$ cat src/hw/rtl/u2c_pkg.sv
// Package with the shared types and constants of the UTF-8 to CESU-8 transcoder.
`timescale 1ns / 1ps
`default_nettype none

package u2c_pkg;

  // Default number of entries in the queue between front and back end.
  localparam int unsigned QueueDepthDefault = 4;

  localparam logic [15:0] ReplacementCode = 16'hFFFD;
  localparam logic [15:0] HighSurrogateBias = 16'hD7C0;
  localparam logic [5:0] LowSurrogateTop = 6'b110111;

  // One classified item: replacement characters flushed before the main
  // codes, zero to two main codes, replacement characters flushed after.
  typedef struct packed {
    logic [1:0]  n_pre;
    logic [1:0]  main_cnt;
    logic [15:0] code_a;
    logic [15:0] code_b;
    logic [1:0]  n_post;
    logic        last;
  } u2c_job_t;

endpackage

`default_nettype wire

$ cat src/hw/rtl/u2c_if.sv
// Valid/ready channel interfaces for the UTF-8 input and the CESU-8 output.
`timescale 1ns / 1ps
`default_nettype none

interface u2c_in_if;
  logic       valid;
  logic       ready;
  logic [7:0] in_byte;
  logic       is_last;

  modport source (output valid, output in_byte, output is_last, input ready);
  modport sink (input valid, input in_byte, input is_last, output ready);
endinterface

interface u2c_out_if;
  logic       valid;
  logic       ready;
  logic [7:0] out_byte;
  logic       end_of_run;
  logic       end_of_stream;

  modport source (output valid, output out_byte, output end_of_run,
                  output end_of_stream, input ready);
  modport sink (input valid, input out_byte, input end_of_run,
                input end_of_stream, output ready);
endinterface

`default_nettype wire

$ cat src/hw/rtl/u2c_front.sv
// Front end: accepts input bytes, tracks held sequences and classifies each item.
`timescale 1ns / 1ps
`default_nettype none

module u2c_front (
  input  wire logic        clk_i,
  input  wire logic        rst_ni,
  u2c_in_if.sink           in_i,
  input  wire logic        q_full_i,
  output logic             push_o,
  output u2c_pkg::u2c_job_t job_o
);

  logic [1:0] held_cnt_q, held_cnt_d;
  logic [7:0] lead_q, lead_d;
  logic [5:0] c0_q, c0_d, c1_q, c1_d;
  logic       accept;

  assign in_i.ready = !q_full_i;
  assign accept     = in_i.valid && !q_full_i;

  always_comb begin
    logic [7:0]  b;
    logic        is_cont;
    logic [2:0]  need;
    logic [20:0] v4;
    logic [2:0]  total;
    b       = in_i.in_byte;
    is_cont = (b[7:6] == 2'b10);
    need    = (lead_q < 8'hE0) ? 3'd2 : ((lead_q < 8'hF0) ? 3'd3 : 3'd4);
    v4      = {lead_q[2:0], c0_q, c1_q, b[5:0]};

    held_cnt_d     = held_cnt_q;
    lead_d         = lead_q;
    c0_d           = c0_q;
    c1_d           = c1_q;
    job_o.n_pre    = 2'd0;
    job_o.main_cnt = 2'd0;
    job_o.code_a   = u2c_pkg::ReplacementCode;
    job_o.code_b   = u2c_pkg::ReplacementCode;
    job_o.n_post   = 2'd0;
    job_o.last     = in_i.is_last;

    if ((held_cnt_q != 2'd0) && is_cont) begin
      if ({1'b0, held_cnt_q} + 3'd1 == need) begin
        held_cnt_d     = 2'd0;
        job_o.main_cnt = 2'd1;
        if (need == 3'd2) begin
          job_o.code_a = {5'd0, lead_q[4:0], b[5:0]};
        end else if (need == 3'd3) begin
          job_o.code_a = {lead_q[3:0], c0_q, b[5:0]};
        end else if (v4[20:16] != 5'd0) begin
          // Supplementary value: split into a surrogate pair.
          job_o.main_cnt = 2'd2;
          job_o.code_a   = u2c_pkg::HighSurrogateBias + {5'd0, v4[20:10]};
          job_o.code_b   = {u2c_pkg::LowSurrogateTop, v4[9:0]};
        end else begin
          // Overlong four-byte value keeps only the low surrogate.
          job_o.code_a = {u2c_pkg::LowSurrogateTop, v4[9:0]};
        end
      end else begin
        if (held_cnt_q == 2'd1) begin
          c0_d = b[5:0];
        end else begin
          c1_d = b[5:0];
        end
        held_cnt_d = held_cnt_q + 2'd1;
      end
    end else begin
      job_o.n_pre = held_cnt_q;
      held_cnt_d  = 2'd0;
      if (b < 8'h80) begin
        job_o.main_cnt = 2'd1;
        job_o.code_a   = {8'd0, b};
      end else if (b >= 8'hC0 && b < 8'hF8) begin
        lead_d     = b;
        held_cnt_d = 2'd1;
      end else begin
        job_o.main_cnt = 2'd1;
      end
    end

    if (in_i.is_last) begin
      job_o.n_post = held_cnt_d;
      held_cnt_d   = 2'd0;
    end

    total  = {1'b0, job_o.n_pre} + {1'b0, job_o.main_cnt} + {1'b0, job_o.n_post};
    push_o = accept && (total != 3'd0);
  end

  always_ff @(posedge clk_i or negedge rst_ni) begin
    if (!rst_ni) begin
      held_cnt_q <= 2'd0;
    end else if (accept) begin
      held_cnt_q <= held_cnt_d;
    end
  end

  always_ff @(posedge clk_i) begin
    if (accept) begin
      lead_q <= lead_d;
      c0_q   <= c0_d;
      c1_q   <= c1_d;
    end
  end

endmodule

`default_nettype wire

$ cat src/hw/rtl/u2c_queue.sv
// Short first-in first-out queue of classified items between front and back end.
`timescale 1ns / 1ps
`default_nettype none

module u2c_queue #(
  parameter int unsigned Depth = u2c_pkg::QueueDepthDefault
) (
  input  wire logic              clk_i,
  input  wire logic              rst_ni,
  input  wire logic              push_i,
  input  wire u2c_pkg::u2c_job_t job_i,
  output logic                   full_o,
  input  wire logic              pop_i,
  output logic                   valid_o,
  output u2c_pkg::u2c_job_t      job_o
);

  localparam int unsigned PtrW = (Depth > 1) ? $clog2(Depth) : 1;
  localparam int unsigned CntW = $clog2(Depth + 1);

  u2c_pkg::u2c_job_t mem_q [Depth];
  logic [PtrW-1:0]   wr_ptr_q, rd_ptr_q;
  logic [CntW-1:0]   cnt_q;
  logic              do_push, do_pop;

  assign full_o  = (cnt_q == CntW'(Depth));
  assign valid_o = (cnt_q != '0);
  assign job_o   = mem_q[rd_ptr_q];
  assign do_push = push_i && !full_o;
  assign do_pop  = pop_i && valid_o;

  always_ff @(posedge clk_i or negedge rst_ni) begin
    if (!rst_ni) begin
      wr_ptr_q <= '0;
      rd_ptr_q <= '0;
      cnt_q    <= '0;
    end else begin
      if (do_push) begin
        wr_ptr_q <= (wr_ptr_q == PtrW'(Depth - 1)) ? '0 : wr_ptr_q + PtrW'(1);
      end
      if (do_pop) begin
        rd_ptr_q <= (rd_ptr_q == PtrW'(Depth - 1)) ? '0 : rd_ptr_q + PtrW'(1);
      end
      if (do_push && !do_pop) begin
        cnt_q <= cnt_q + CntW'(1);
      end else if (do_pop && !do_push) begin
        cnt_q <= cnt_q - CntW'(1);
      end
    end
  end

  always_ff @(posedge clk_i) begin
    if (do_push) begin
      mem_q[wr_ptr_q] <= job_i;
    end
  end

endmodule

`default_nettype wire

$ cat src/hw/rtl/u2c_back.sv
// Back end: expands each classified item into CESU-8 bytes, one byte per cycle unless stalled.
`timescale 1ns / 1ps
`default_nettype none

module u2c_back (
  input  wire logic              clk_i,
  input  wire logic              rst_ni,
  input  wire logic              job_valid_i,
  input  wire u2c_pkg::u2c_job_t job_i,
  output logic                   pop_o,
  u2c_out_if.source              out_o
);

  logic [1:0] sym_q, byt_q;
  logic       out_valid_q;
  logic [7:0] out_byte_q;
  logic       eor_q, eos_q;
  logic       step;
  logic       last_byte, last_sym;
  logic [7:0] cur_byte;

  always_comb begin
    logic [2:0]  s;
    logic [2:0]  rel;
    logic [2:0]  total;
    logic [15:0] code;
    logic [1:0]  len_m1;
    s     = {1'b0, sym_q};
    rel   = s - {1'b0, job_i.n_pre};
    total = {1'b0, job_i.n_pre} + {1'b0, job_i.main_cnt} + {1'b0, job_i.n_post};

    // Symbols run: leading replacements, main codes, trailing replacements.
    if (s < {1'b0, job_i.n_pre}) begin
      code = u2c_pkg::ReplacementCode;
    end else if (rel < {1'b0, job_i.main_cnt}) begin
      code = (rel == 3'd0) ? job_i.code_a : job_i.code_b;
    end else begin
      code = u2c_pkg::ReplacementCode;
    end

    if (code < 16'h0080) begin
      len_m1   = 2'd0;
      cur_byte = code[7:0];
    end else if (code < 16'h0800) begin
      len_m1   = 2'd1;
      cur_byte = (byt_q == 2'd0) ? {3'b110, code[10:6]} : {2'b10, code[5:0]};
    end else begin
      len_m1 = 2'd2;
      case (byt_q)
        2'd0:    cur_byte = {4'b1110, code[15:12]};
        2'd1:    cur_byte = {2'b10, code[11:6]};
        default: cur_byte = {2'b10, code[5:0]};
      endcase
    end

    last_byte = (byt_q == len_m1);
    last_sym  = (s == total - 3'd1);
  end

  assign step  = job_valid_i && (!out_valid_q || out_o.ready);
  assign pop_o = step && last_byte && last_sym;

  always_ff @(posedge clk_i or negedge rst_ni) begin
    if (!rst_ni) begin
      sym_q       <= 2'd0;
      byt_q       <= 2'd0;
      out_valid_q <= 1'b0;
    end else begin
      if (step) begin
        out_valid_q <= 1'b1;
        if (last_byte) begin
          byt_q <= 2'd0;
          sym_q <= last_sym ? 2'd0 : sym_q + 2'd1;
        end else begin
          byt_q <= byt_q + 2'd1;
        end
      end else if (out_o.ready) begin
        out_valid_q <= 1'b0;
      end
    end
  end

  always_ff @(posedge clk_i) begin
    if (step) begin
      out_byte_q <= cur_byte;
      eor_q      <= last_byte && last_sym;
      eos_q      <= last_byte && last_sym && job_i.last;
    end
  end

  assign out_o.valid         = out_valid_q;
  assign out_o.out_byte      = out_byte_q;
  assign out_o.end_of_run    = eor_q;
  assign out_o.end_of_stream = eos_q;

endmodule

`default_nettype wire

$ cat src/hw/rtl/utf8_to_cesu8_transcoder_unit.sv
// Top level of the UTF-8 to CESU-8 transcoder.
//
// The block takes a UTF-8 byte stream on in_i, one byte per item with an
// is_last flag, and gives the CESU-8 stream on out_o, one byte per item.
// Both channels use valid/ready; an item moves when both are high at a
// rising clock edge. Each input item causes zero to twelve output bytes;
// the last of them carries end_of_run, and after an input marked is_last
// it also carries end_of_stream. A lead byte or an unfinished sequence
// causes no output until the sequence completes or breaks.
// The front end takes one input item per cycle whenever the item queue
// (QueueDepth entries) has room. The back end sends one output byte per
// cycle while the receiver is ready and the queue holds an item. The first
// byte of an item passes through the queue and then the output register.
// When the receiver stalls, the output register holds its byte, the back
// end waits, and the queue fills before in_i.ready drops.
// Reset clears the held sequence, the queue and the output register; the
// block accepts items as soon as reset is released.
`timescale 1ns / 1ps
`default_nettype none

module utf8_to_cesu8_transcoder_unit #(
  parameter int unsigned QueueDepth = u2c_pkg::QueueDepthDefault
) (
  input  wire logic clk_i,
  input  wire logic rst_ni,
  u2c_in_if.sink    in_i,
  u2c_out_if.source out_o
);

  logic              push;
  logic              q_full;
  logic              q_valid;
  logic              pop;
  u2c_pkg::u2c_job_t push_job;
  u2c_pkg::u2c_job_t head_job;

  // Front end: decodes the byte against the held sequence into a job.
  u2c_front u_front (
    .clk_i    (clk_i),
    .rst_ni   (rst_ni),
    .in_i     (in_i),
    .q_full_i (q_full),
    .push_o   (push),
    .job_o    (push_job)
  );

  // Queue decouples classification from byte emission.
  u2c_queue #(
    .Depth (QueueDepth)
  ) u_queue (
    .clk_i   (clk_i),
    .rst_ni  (rst_ni),
    .push_i  (push),
    .job_i   (push_job),
    .full_o  (q_full),
    .pop_i   (pop),
    .valid_o (q_valid),
    .job_o   (head_job)
  );

  // Back end: serializes the job into encoded bytes.
  u2c_back u_back (
    .clk_i       (clk_i),
    .rst_ni      (rst_ni),
    .job_valid_i (q_valid),
    .job_i       (head_job),
    .pop_o       (pop),
    .out_o       (out_o)
  );

endmodule

`default_nettype wire

$ cat src/flat_wrapper.sv
// flat-port wrapper written by rule: the top's interface ports become plain ports
module utf8_to_cesu8_transcoder_unit_flat 
#(
  parameter int unsigned QueueDepth = u2c_pkg::QueueDepthDefault
)
  (clk_i, rst_ni, in_i_valid, in_i_in_byte, in_i_is_last, in_i_ready, out_o_valid, out_o_out_byte, out_o_end_of_run, out_o_end_of_stream, out_o_ready);
  u2c_in_if in_i_i ();
  u2c_out_if out_o_i ();
  input  wire logic clk_i;
  input  wire logic rst_ni;
  input wire logic [$bits(in_i_i.valid)-1:0] in_i_valid;
  input wire logic [$bits(in_i_i.in_byte)-1:0] in_i_in_byte;
  input wire logic [$bits(in_i_i.is_last)-1:0] in_i_is_last;
  output wire logic [$bits(in_i_i.ready)-1:0] in_i_ready;
  output wire logic [$bits(out_o_i.valid)-1:0] out_o_valid;
  output wire logic [$bits(out_o_i.out_byte)-1:0] out_o_out_byte;
  output wire logic [$bits(out_o_i.end_of_run)-1:0] out_o_end_of_run;
  output wire logic [$bits(out_o_i.end_of_stream)-1:0] out_o_end_of_stream;
  input wire logic [$bits(out_o_i.ready)-1:0] out_o_ready;
  assign in_i_i.valid = in_i_valid;
  assign in_i_i.in_byte = in_i_in_byte;
  assign in_i_i.is_last = in_i_is_last;
  assign in_i_ready = in_i_i.ready;
  assign out_o_valid = out_o_i.valid;
  assign out_o_out_byte = out_o_i.out_byte;
  assign out_o_end_of_run = out_o_i.end_of_run;
  assign out_o_end_of_stream = out_o_i.end_of_stream;
  assign out_o_i.ready = out_o_ready;
  utf8_to_cesu8_transcoder_unit #(.QueueDepth(QueueDepth)) u_core (.clk_i(clk_i), .rst_ni(rst_ni), .in_i(in_i_i), .out_o(out_o_i));
endmodule
$ cat config.mk
export PLATFORM = sky130hd
export DESIGN_NAME = utf8_to_cesu8_transcoder_unit_flat
export DESIGN_NICKNAME = d
export VERILOG_FILES = /design/src/hw/rtl/u2c_pkg.sv /design/src/hw/rtl/u2c_if.sv /design/src/hw/rtl/u2c_front.sv /design/src/hw/rtl/u2c_queue.sv /design/src/hw/rtl/u2c_back.sv /design/src/hw/rtl/utf8_to_cesu8_transcoder_unit.sv /design/src/flat_wrapper.sv
export SDC_FILE = /design/constraint.sdc
export NUM_CORES = 1
export LEC_CHECK = 0
export ABC_AREA = 1
export BUFFER_PORTS_ARGS = -buffer_cell sky130_fd_sc_hd__buf_2
export CORE_MARGIN = 8
export CORE_UTILIZATION = 30
export DETAILED_ROUTE_END_ITERATION = 7
export GPL_ROUTABILITY_DRIVEN = 0
export PLACE_DENSITY = 0.4
export SYNTH_ARGS = -nofsm -noshare
export SYNTH_HDL_FRONTEND = slang
export SYNTH_SLANG_ARGS = --single-unit
$ cat constraint.sdc
create_clock -name clk_i -period 5.5 [get_ports clk_i]
set_input_delay 1.1 -clock clk_i [delete_from_list [all_inputs] [get_ports clk_i]]
set_output_delay 1.1 -clock clk_i [all_outputs]
set_load 0.01 [all_outputs]
# Yosys cells after proc, flatten, opt, wreduce, memory -nomap -nowiden
# Memories as Yosys holds them, arrays and structs flattened.
# Index checks and enable logic that the tools add are counted.
# W data, S select, Z words.
[totals]
ram_bits = 156
output_inout_bits = 12
mem_count = 1
ff_bits = 44
elab_cells = 126
[memory_table]
columns = ["memory", "depth", "word_bits", "read_ports", "rd_ports_with_merged_regs", "wr", "line", "text"]
rows = [
  ["u_core.u_queue.mem_q", 4, 39, 1, 0, 1, "u2c_queue.sv:21", "u2c_pkg::u2c_job_t mem_q [Depth];"],
]
[op_classes]
n_mux = 43
magnitude_cmp = 9
bitwise = 4
reduce_logical = 30
n_addsub = 15
n_eq_ne = 11
[ops]
columns = ["op", "count"]
rows = [
  ["$mux W16", 10],
  ["$mux W34", 1],
  ["$lt A8 B8 Y1 const B", 4],
  ["$mux W2", 14],
  ["$mux W18", 1],
  ["$add A15 B12 Y16 const A", 1],
  ["$lt A16 B12 Y1 const B", 1],
  ["$lt A16 B8 Y1 const B", 1],
  ["$mux W14", 1],
  ["$mux W7", 2],
  ["$pmux W7 S2", 1],
  ["$logic_and A1 B1 Y1", 13],
  ["$mux W3", 4],
  ["$reduce_and A4 Y1", 3],
  ["$add A2 B1 Y2 const B", 5],
  ["$ge A8 B8 Y1 const B", 1],
  ["$mux W1", 8],
  ["$mux W8", 1],
  ["$add A2 B2 Y3", 2],
  ["$add A3 B2 Y3", 2],
  ["$eq A2 B2 Y1 const B", 3],
  ["$eq A3 B2 Y1 const B", 2],
  ["$reduce_bool A2 Y1", 3],
  ["$reduce_bool A3 Y1", 2],
  ["other kinds (18)", 26],
]

# Logic depth before layout (Yosys ltp)
[logic_depth]
word_depth = 17
depth_mapped = 30
mapped_depth_nobuf = 25

# By module
# Synthesis repeated with hierarchy kept, for this count alone.
[hier_totals]
cells_unflattened = 902
area_unflattened_um2 = 9831.9
[by_module_without_submodules]
columns = ["mod", "seq_area_each_um2", "area_each_um2", "cells_each", "instances"]
rows = [
  ["u2c_queue", 4859.7, 6757.7, 516, 1],
  ["u2c_front", 650.6, 1661.6, 196, 1],
  ["u2c_back", 425.4, 1412.6, 190, 1],
]

# Worst setup path after synthesis
# No wires, ideal clock.
[synth_timing]
path_kind = "in2reg"
startpoint = "input port in_i_in_byte[7]"
endpoint = "memory u_core.u_queue.mem_q[0][0] in the netlist's numbering, enable pin"
slack_ns = 0.007
arrival_time_ns = 5.068
path_buffers = 0
required_time_ns = 5.075
stages = 16
path_cell_list = "inv_1 nor3_1 inv_1 nor2_1 inv_1 nor2_1 inv_1 nor2_1 inv_1 fa_1 inv_1 ha_1 or2_2 a31oi_1 inv_1 nor2_1"
[synth_rtl]
columns = ["element", "line", "text"]
rows = [
  ["from (decl)", "flat_wrapper.sv:12", "input wire logic [$bits(in_i_i.in_byte)-1:0] in_i_in_byte;"],
  ["to (decl)", "u2c_queue.sv:21", ""],
]

==> out/metrics.yaml <==
maxCapViolCount: 0
setup_repair_after_global_routing_missed_its_margin: "no"
sequential_element_share_of_the_synthesized_area_pct: 64.13
hold-path-endpoint: "u_core.u_queue.cnt_q[0]"
grt_start_max_net_pins: 51
critical_path_buf_inv_count: 7
cellLeakagePower_nw: 3.548
postCtsHoldBufs: 0
numClockSinks: 180
placement.io_buffers: 24
worst_path_dominant_cell_family: "simple AND/OR/NAND/NOR gates"
share_of_the_cycle_needed_by_the_critical_path_after_routing_pct: 88.33
finalHoldViolCount: 0
worst_hold_launch: "u_core.u_queue.cnt_q[0]"
worst_setup_path_start_kind: "register"
cpMostUsedCell: "sky130_fd_sc_hd__inv_1"
count_of_flip_flops_with_a_built_in_enable_after_synthesis: 166
final_net_count: 834
wirelength_mm: 20.44
dp_hpwl_mm: 13.83
r2r_end: "u_core.u_queue.cnt_q[2]"
numPlacedInstances: 1156
grt_pass1_vias: 5353
syn2layout_area_growth_pct: 15.21
postRouteAntennaNets: 0
status: "finished clean"
min_path_cells: 1
worst_setup_path_end_kind: "register"
timing_worst_slew_pin_value_ns: 0.7279
drt_first_iter_violations: 476
critPathKind: "register to register"
critPathRequiredTime_ns: 5.81
post-layout-total-power_mw: 4.952
finish.cell_count_without_fillers: 1188
cp_max_fo: 8
synth_fp_nets: 805
power.density_cell_area_nw_per_um2: 516.7
tritoncts.num_buffers: 17
via_count: 5440
crit_path_top_delay_cell: "sky130_fd_sc_hd__fa_1"
fmax_mhz: 205.8
insertion_delay_ns: 0.43
vias_per_cell: 4.579
placement_rows: 61
cp_cell_sequence: "nand3_2, nor2_1, inv_1, nand2_1, nand2_1, nand2_1, inv_1, nor2_1, inv_1, nor2_1, inv_1, nor2_1, inv_1, fa_1, inv_1, ha_1, or2_2, a31oi_1, ha_1, inv_1, fa_1, a21oi_1, o21ai_0, xnor2_1"
worst-path-stages: 24
worst-r2r-setup-slack_ns: 0.64
most_common_cell_in_the_synthesized_netlist: "sky130_fd_sc_hd__edfxtp_1"
clkTransAtPathRegs_ns: 0.07
worst_r2r_path_depth: 24
clockRootBuffer: "sky130_fd_sc_hd__clkbuf_16"
fp.coreArea_sq_um: 27550
detail_route.wl_per_cell_um: 17.20
antenna_cells: 0
maxSlewHeadroom_pct: 51.30
gr-total-overflow: 0
floorplan.die.height_um: 182.5
synthFlopType: "sky130_fd_sc_hd__edfxtp_1"
hold-worst-slack_ns: 0.5301
remaining_drc_errors: 0
die_x_um: 182.5
synth_warnings: 0
reg2reg_from: "u_core.u_front.lead_q[5]"
yosys_register_bits: 180
ctsResizeCount: 0
starting_density_of_the_core_pct: 30.19
totalNegativeSetupSlack_ns: 0
synth_async_sr_flop_share_pct: 7.778
synth_area_sq_um: 8319
h-tree-depth: 4
synth_cells: 768
min_path_type: "register to register"
max_stage_delay_ns: 0.54
setup-violations-final: 0
grt_first_pass_wirelength_mm: 31.55
timing.critical_path.arrival_ns: 5.16
cts.repair_timing.setup_buffer_count: 0
antenna_found_initial: 0
timing.final.max_slew_violations: 0
design.portCount: 25
ys_top_cells_by_count: "sky130_fd_sc_hd__edfxtp_1, sky130_fd_sc_hd__nand2_1, sky130_fd_sc_hd__inv_1, sky130_fd_sc_hd__nor2_1, sky130_fd_sc_hd__o21ai_0"
clock_tree_from_tritoncts: "yes"
gr-usage-all-layers_pct: 12.60
synth_cell_types: 43
period_needed_ns: 4.858
yosysTopAreaCellShare_pct: 59.92
yosys.area.top_type: "sky130_fd_sc_hd__edfxtp_1"
cells_taking_the_most_area_after_synthesis: "sky130_fd_sc_hd__edfxtp_1, sky130_fd_sc_hd__nand2_1, sky130_fd_sc_hd__dfrtp_1, sky130_fd_sc_hd__o21ai_0, sky130_fd_sc_hd__inv_1"
syn_avg_cell_area_sq_um: 10.83
cts_buffer_depth: 2
floorplan.die_area_sq_um: 33320
fin_worst_skew_ns: 0.01006
worst_case_vdd_ir_drop_uv: 161.0
firstDrtPassIters: 5
final_layout_size_suffix_gt1_share_pct: 11.48
-- through the flow --
stage	util [%]	setup WS [ns]	instance area [sq um]
3_3_place_gp	32.48	0.3190	8949
6_report	34.79	0.6419	9584
5_1_grt	34.79	0.03940	9584
4_1_cts	34.79	0.6288	9584
2_1_floorplan	-	0.007157	8319
3_5_place_dp	32.48	0.2588	8949
-- sequential cells by signal, summed over array words and instances, names as in the netlist, 2 cells and up --
name / flops
u_core.u_queue.rd_ptr_q: 2
u_core.u_front.c0_q: 6
u_core.u_back.out_o.out_byte: 8
u_core.u_queue.cnt_q: 3
u_core.u_queue.mem_q: 136
u_core.u_front.lead_q: 8
u_core.u_queue.wr_ptr_q: 2
u_core.u_front.held_cnt_q: 2
u_core.u_back.byt_q: 2
u_core.u_front.c1_q: 6
u_core.u_back.sym_q: 2
-- report_power, final --
part,internal (mW),switching [mW],total [mW]
Sequential,1.75,0.0815,1.84
Clock,0.805,0.504,1.31
Combinational,0.559,1.25,1.81
Total,3.12,1.83,4.95
-- layout by cell type, fill, tap and decap left out, types with 2 or more instances in the layout --
cell / synthesis / layout
sky130_fd_sc_hd__edfxtp_1: 166 / 166
sky130_fd_sc_hd__nand2_1: 149 / 149
sky130_fd_sc_hd__inv_1: 80 / 80
sky130_fd_sc_hd__nor2_1: 80 / 76
sky130_fd_sc_hd__o21ai_0: 64 / 64
sky130_fd_sc_hd__nand3_1: 55 / 55
sky130_fd_sc_hd__buf_2: 12 / 24
sky130_fd_sc_hd__a21oi_1: 20 / 20
sky130_fd_sc_hd__ha_1: 19 / 19
sky130_fd_sc_hd__clkbuf_16: 0 / 17
sky130_fd_sc_hd__o22ai_1: 16 / 16
sky130_fd_sc_hd__dfrtp_1: 14 / 13
sky130_fd_sc_hd__buf_4: 0 / 12
sky130_fd_sc_hd__a22oi_1: 8 / 8
sky130_fd_sc_hd__nor2_4: 3 / 7
sky130_fd_sc_hd__o211ai_1: 7 / 7
sky130_fd_sc_hd__or2_2: 5 / 5
sky130_fd_sc_hd__fa_1: 5 / 5
sky130_fd_sc_hd__bufinv_16: 0 / 5
sky130_fd_sc_hd__nor3_1: 4 / 4
sky130_fd_sc_hd__xor2_1: 4 / 4
sky130_fd_sc_hd__a31oi_1: 4 / 4
sky130_fd_sc_hd__xnor2_1: 4 / 4
sky130_fd_sc_hd__buf_12: 0 / 4
sky130_fd_sc_hd__nor2_2: 3 / 3
sky130_fd_sc_hd__inv_2: 3 / 3
sky130_fd_sc_hd__a41oi_1: 3 / 3
sky130_fd_sc_hd__clkinv_1: 1 / 3
sky130_fd_sc_hd__nand4_1: 3 / 3
sky130_fd_sc_hd__a32o_1: 3 / 3
sky130_fd_sc_hd__clkinv_2: 0 / 3
sky130_fd_sc_hd__inv_6: 0 / 3
sky130_fd_sc_hd__o21ai_1: 2 / 2
-- area by class of cell --
cell class,count,area (sq um)
multi-input combinational,474,2534
fill,2736,17970
clock inverter,14,206.4
inverter,84,315.3
tap,378,473.0
timing repair buffer,40,290.3
sequential,180,5336
clock buffer,18,429.2
-- worst max path at each step --
stage / to / slack [ns] / start
6_report: u_core.u_queue.cnt_q[2] / 0.64 / u_core.u_front.lead_q[5]
5_1_grt: u_core.u_queue.cnt_q[2] / 0.04 / u_core.u_front.lead_q[7]
4_1_cts: u_core.u_queue.cnt_q[2] / 0.63 / u_core.u_front.lead_q[5]
3_5_place_dp: u_core.u_queue.cnt_q[2] / 0.26 / in_i_in_byte[6]
3_3_place_gp: u_core.u_queue.cnt_q[2] / 0.32 / in_i_in_byte[6]
2_1_floorplan: u_core.u_queue.mem_q[0][0] / 0.007 / in_i_in_byte[7]
-- kinds of logic after synthesis --
group	synth area share, %
simple gates	15.69
flops	64.13
compound gates	9.506
buf+inv	5.775
fa+ha+maj	4.061
xor+xnor	0.8421
-- metal layers --
layer / up-vias / routed length, um / track usage, %
met5: - / 0 / 0
met2: 93 / 9798 / 20.59
met1: 2624 / 9725 / 16.76
met4: 0 / 217 / 3.280
li1: 2709 / - / -
met3: 14 / 693 / 2.585
Power figures use the tool's default switching activity.
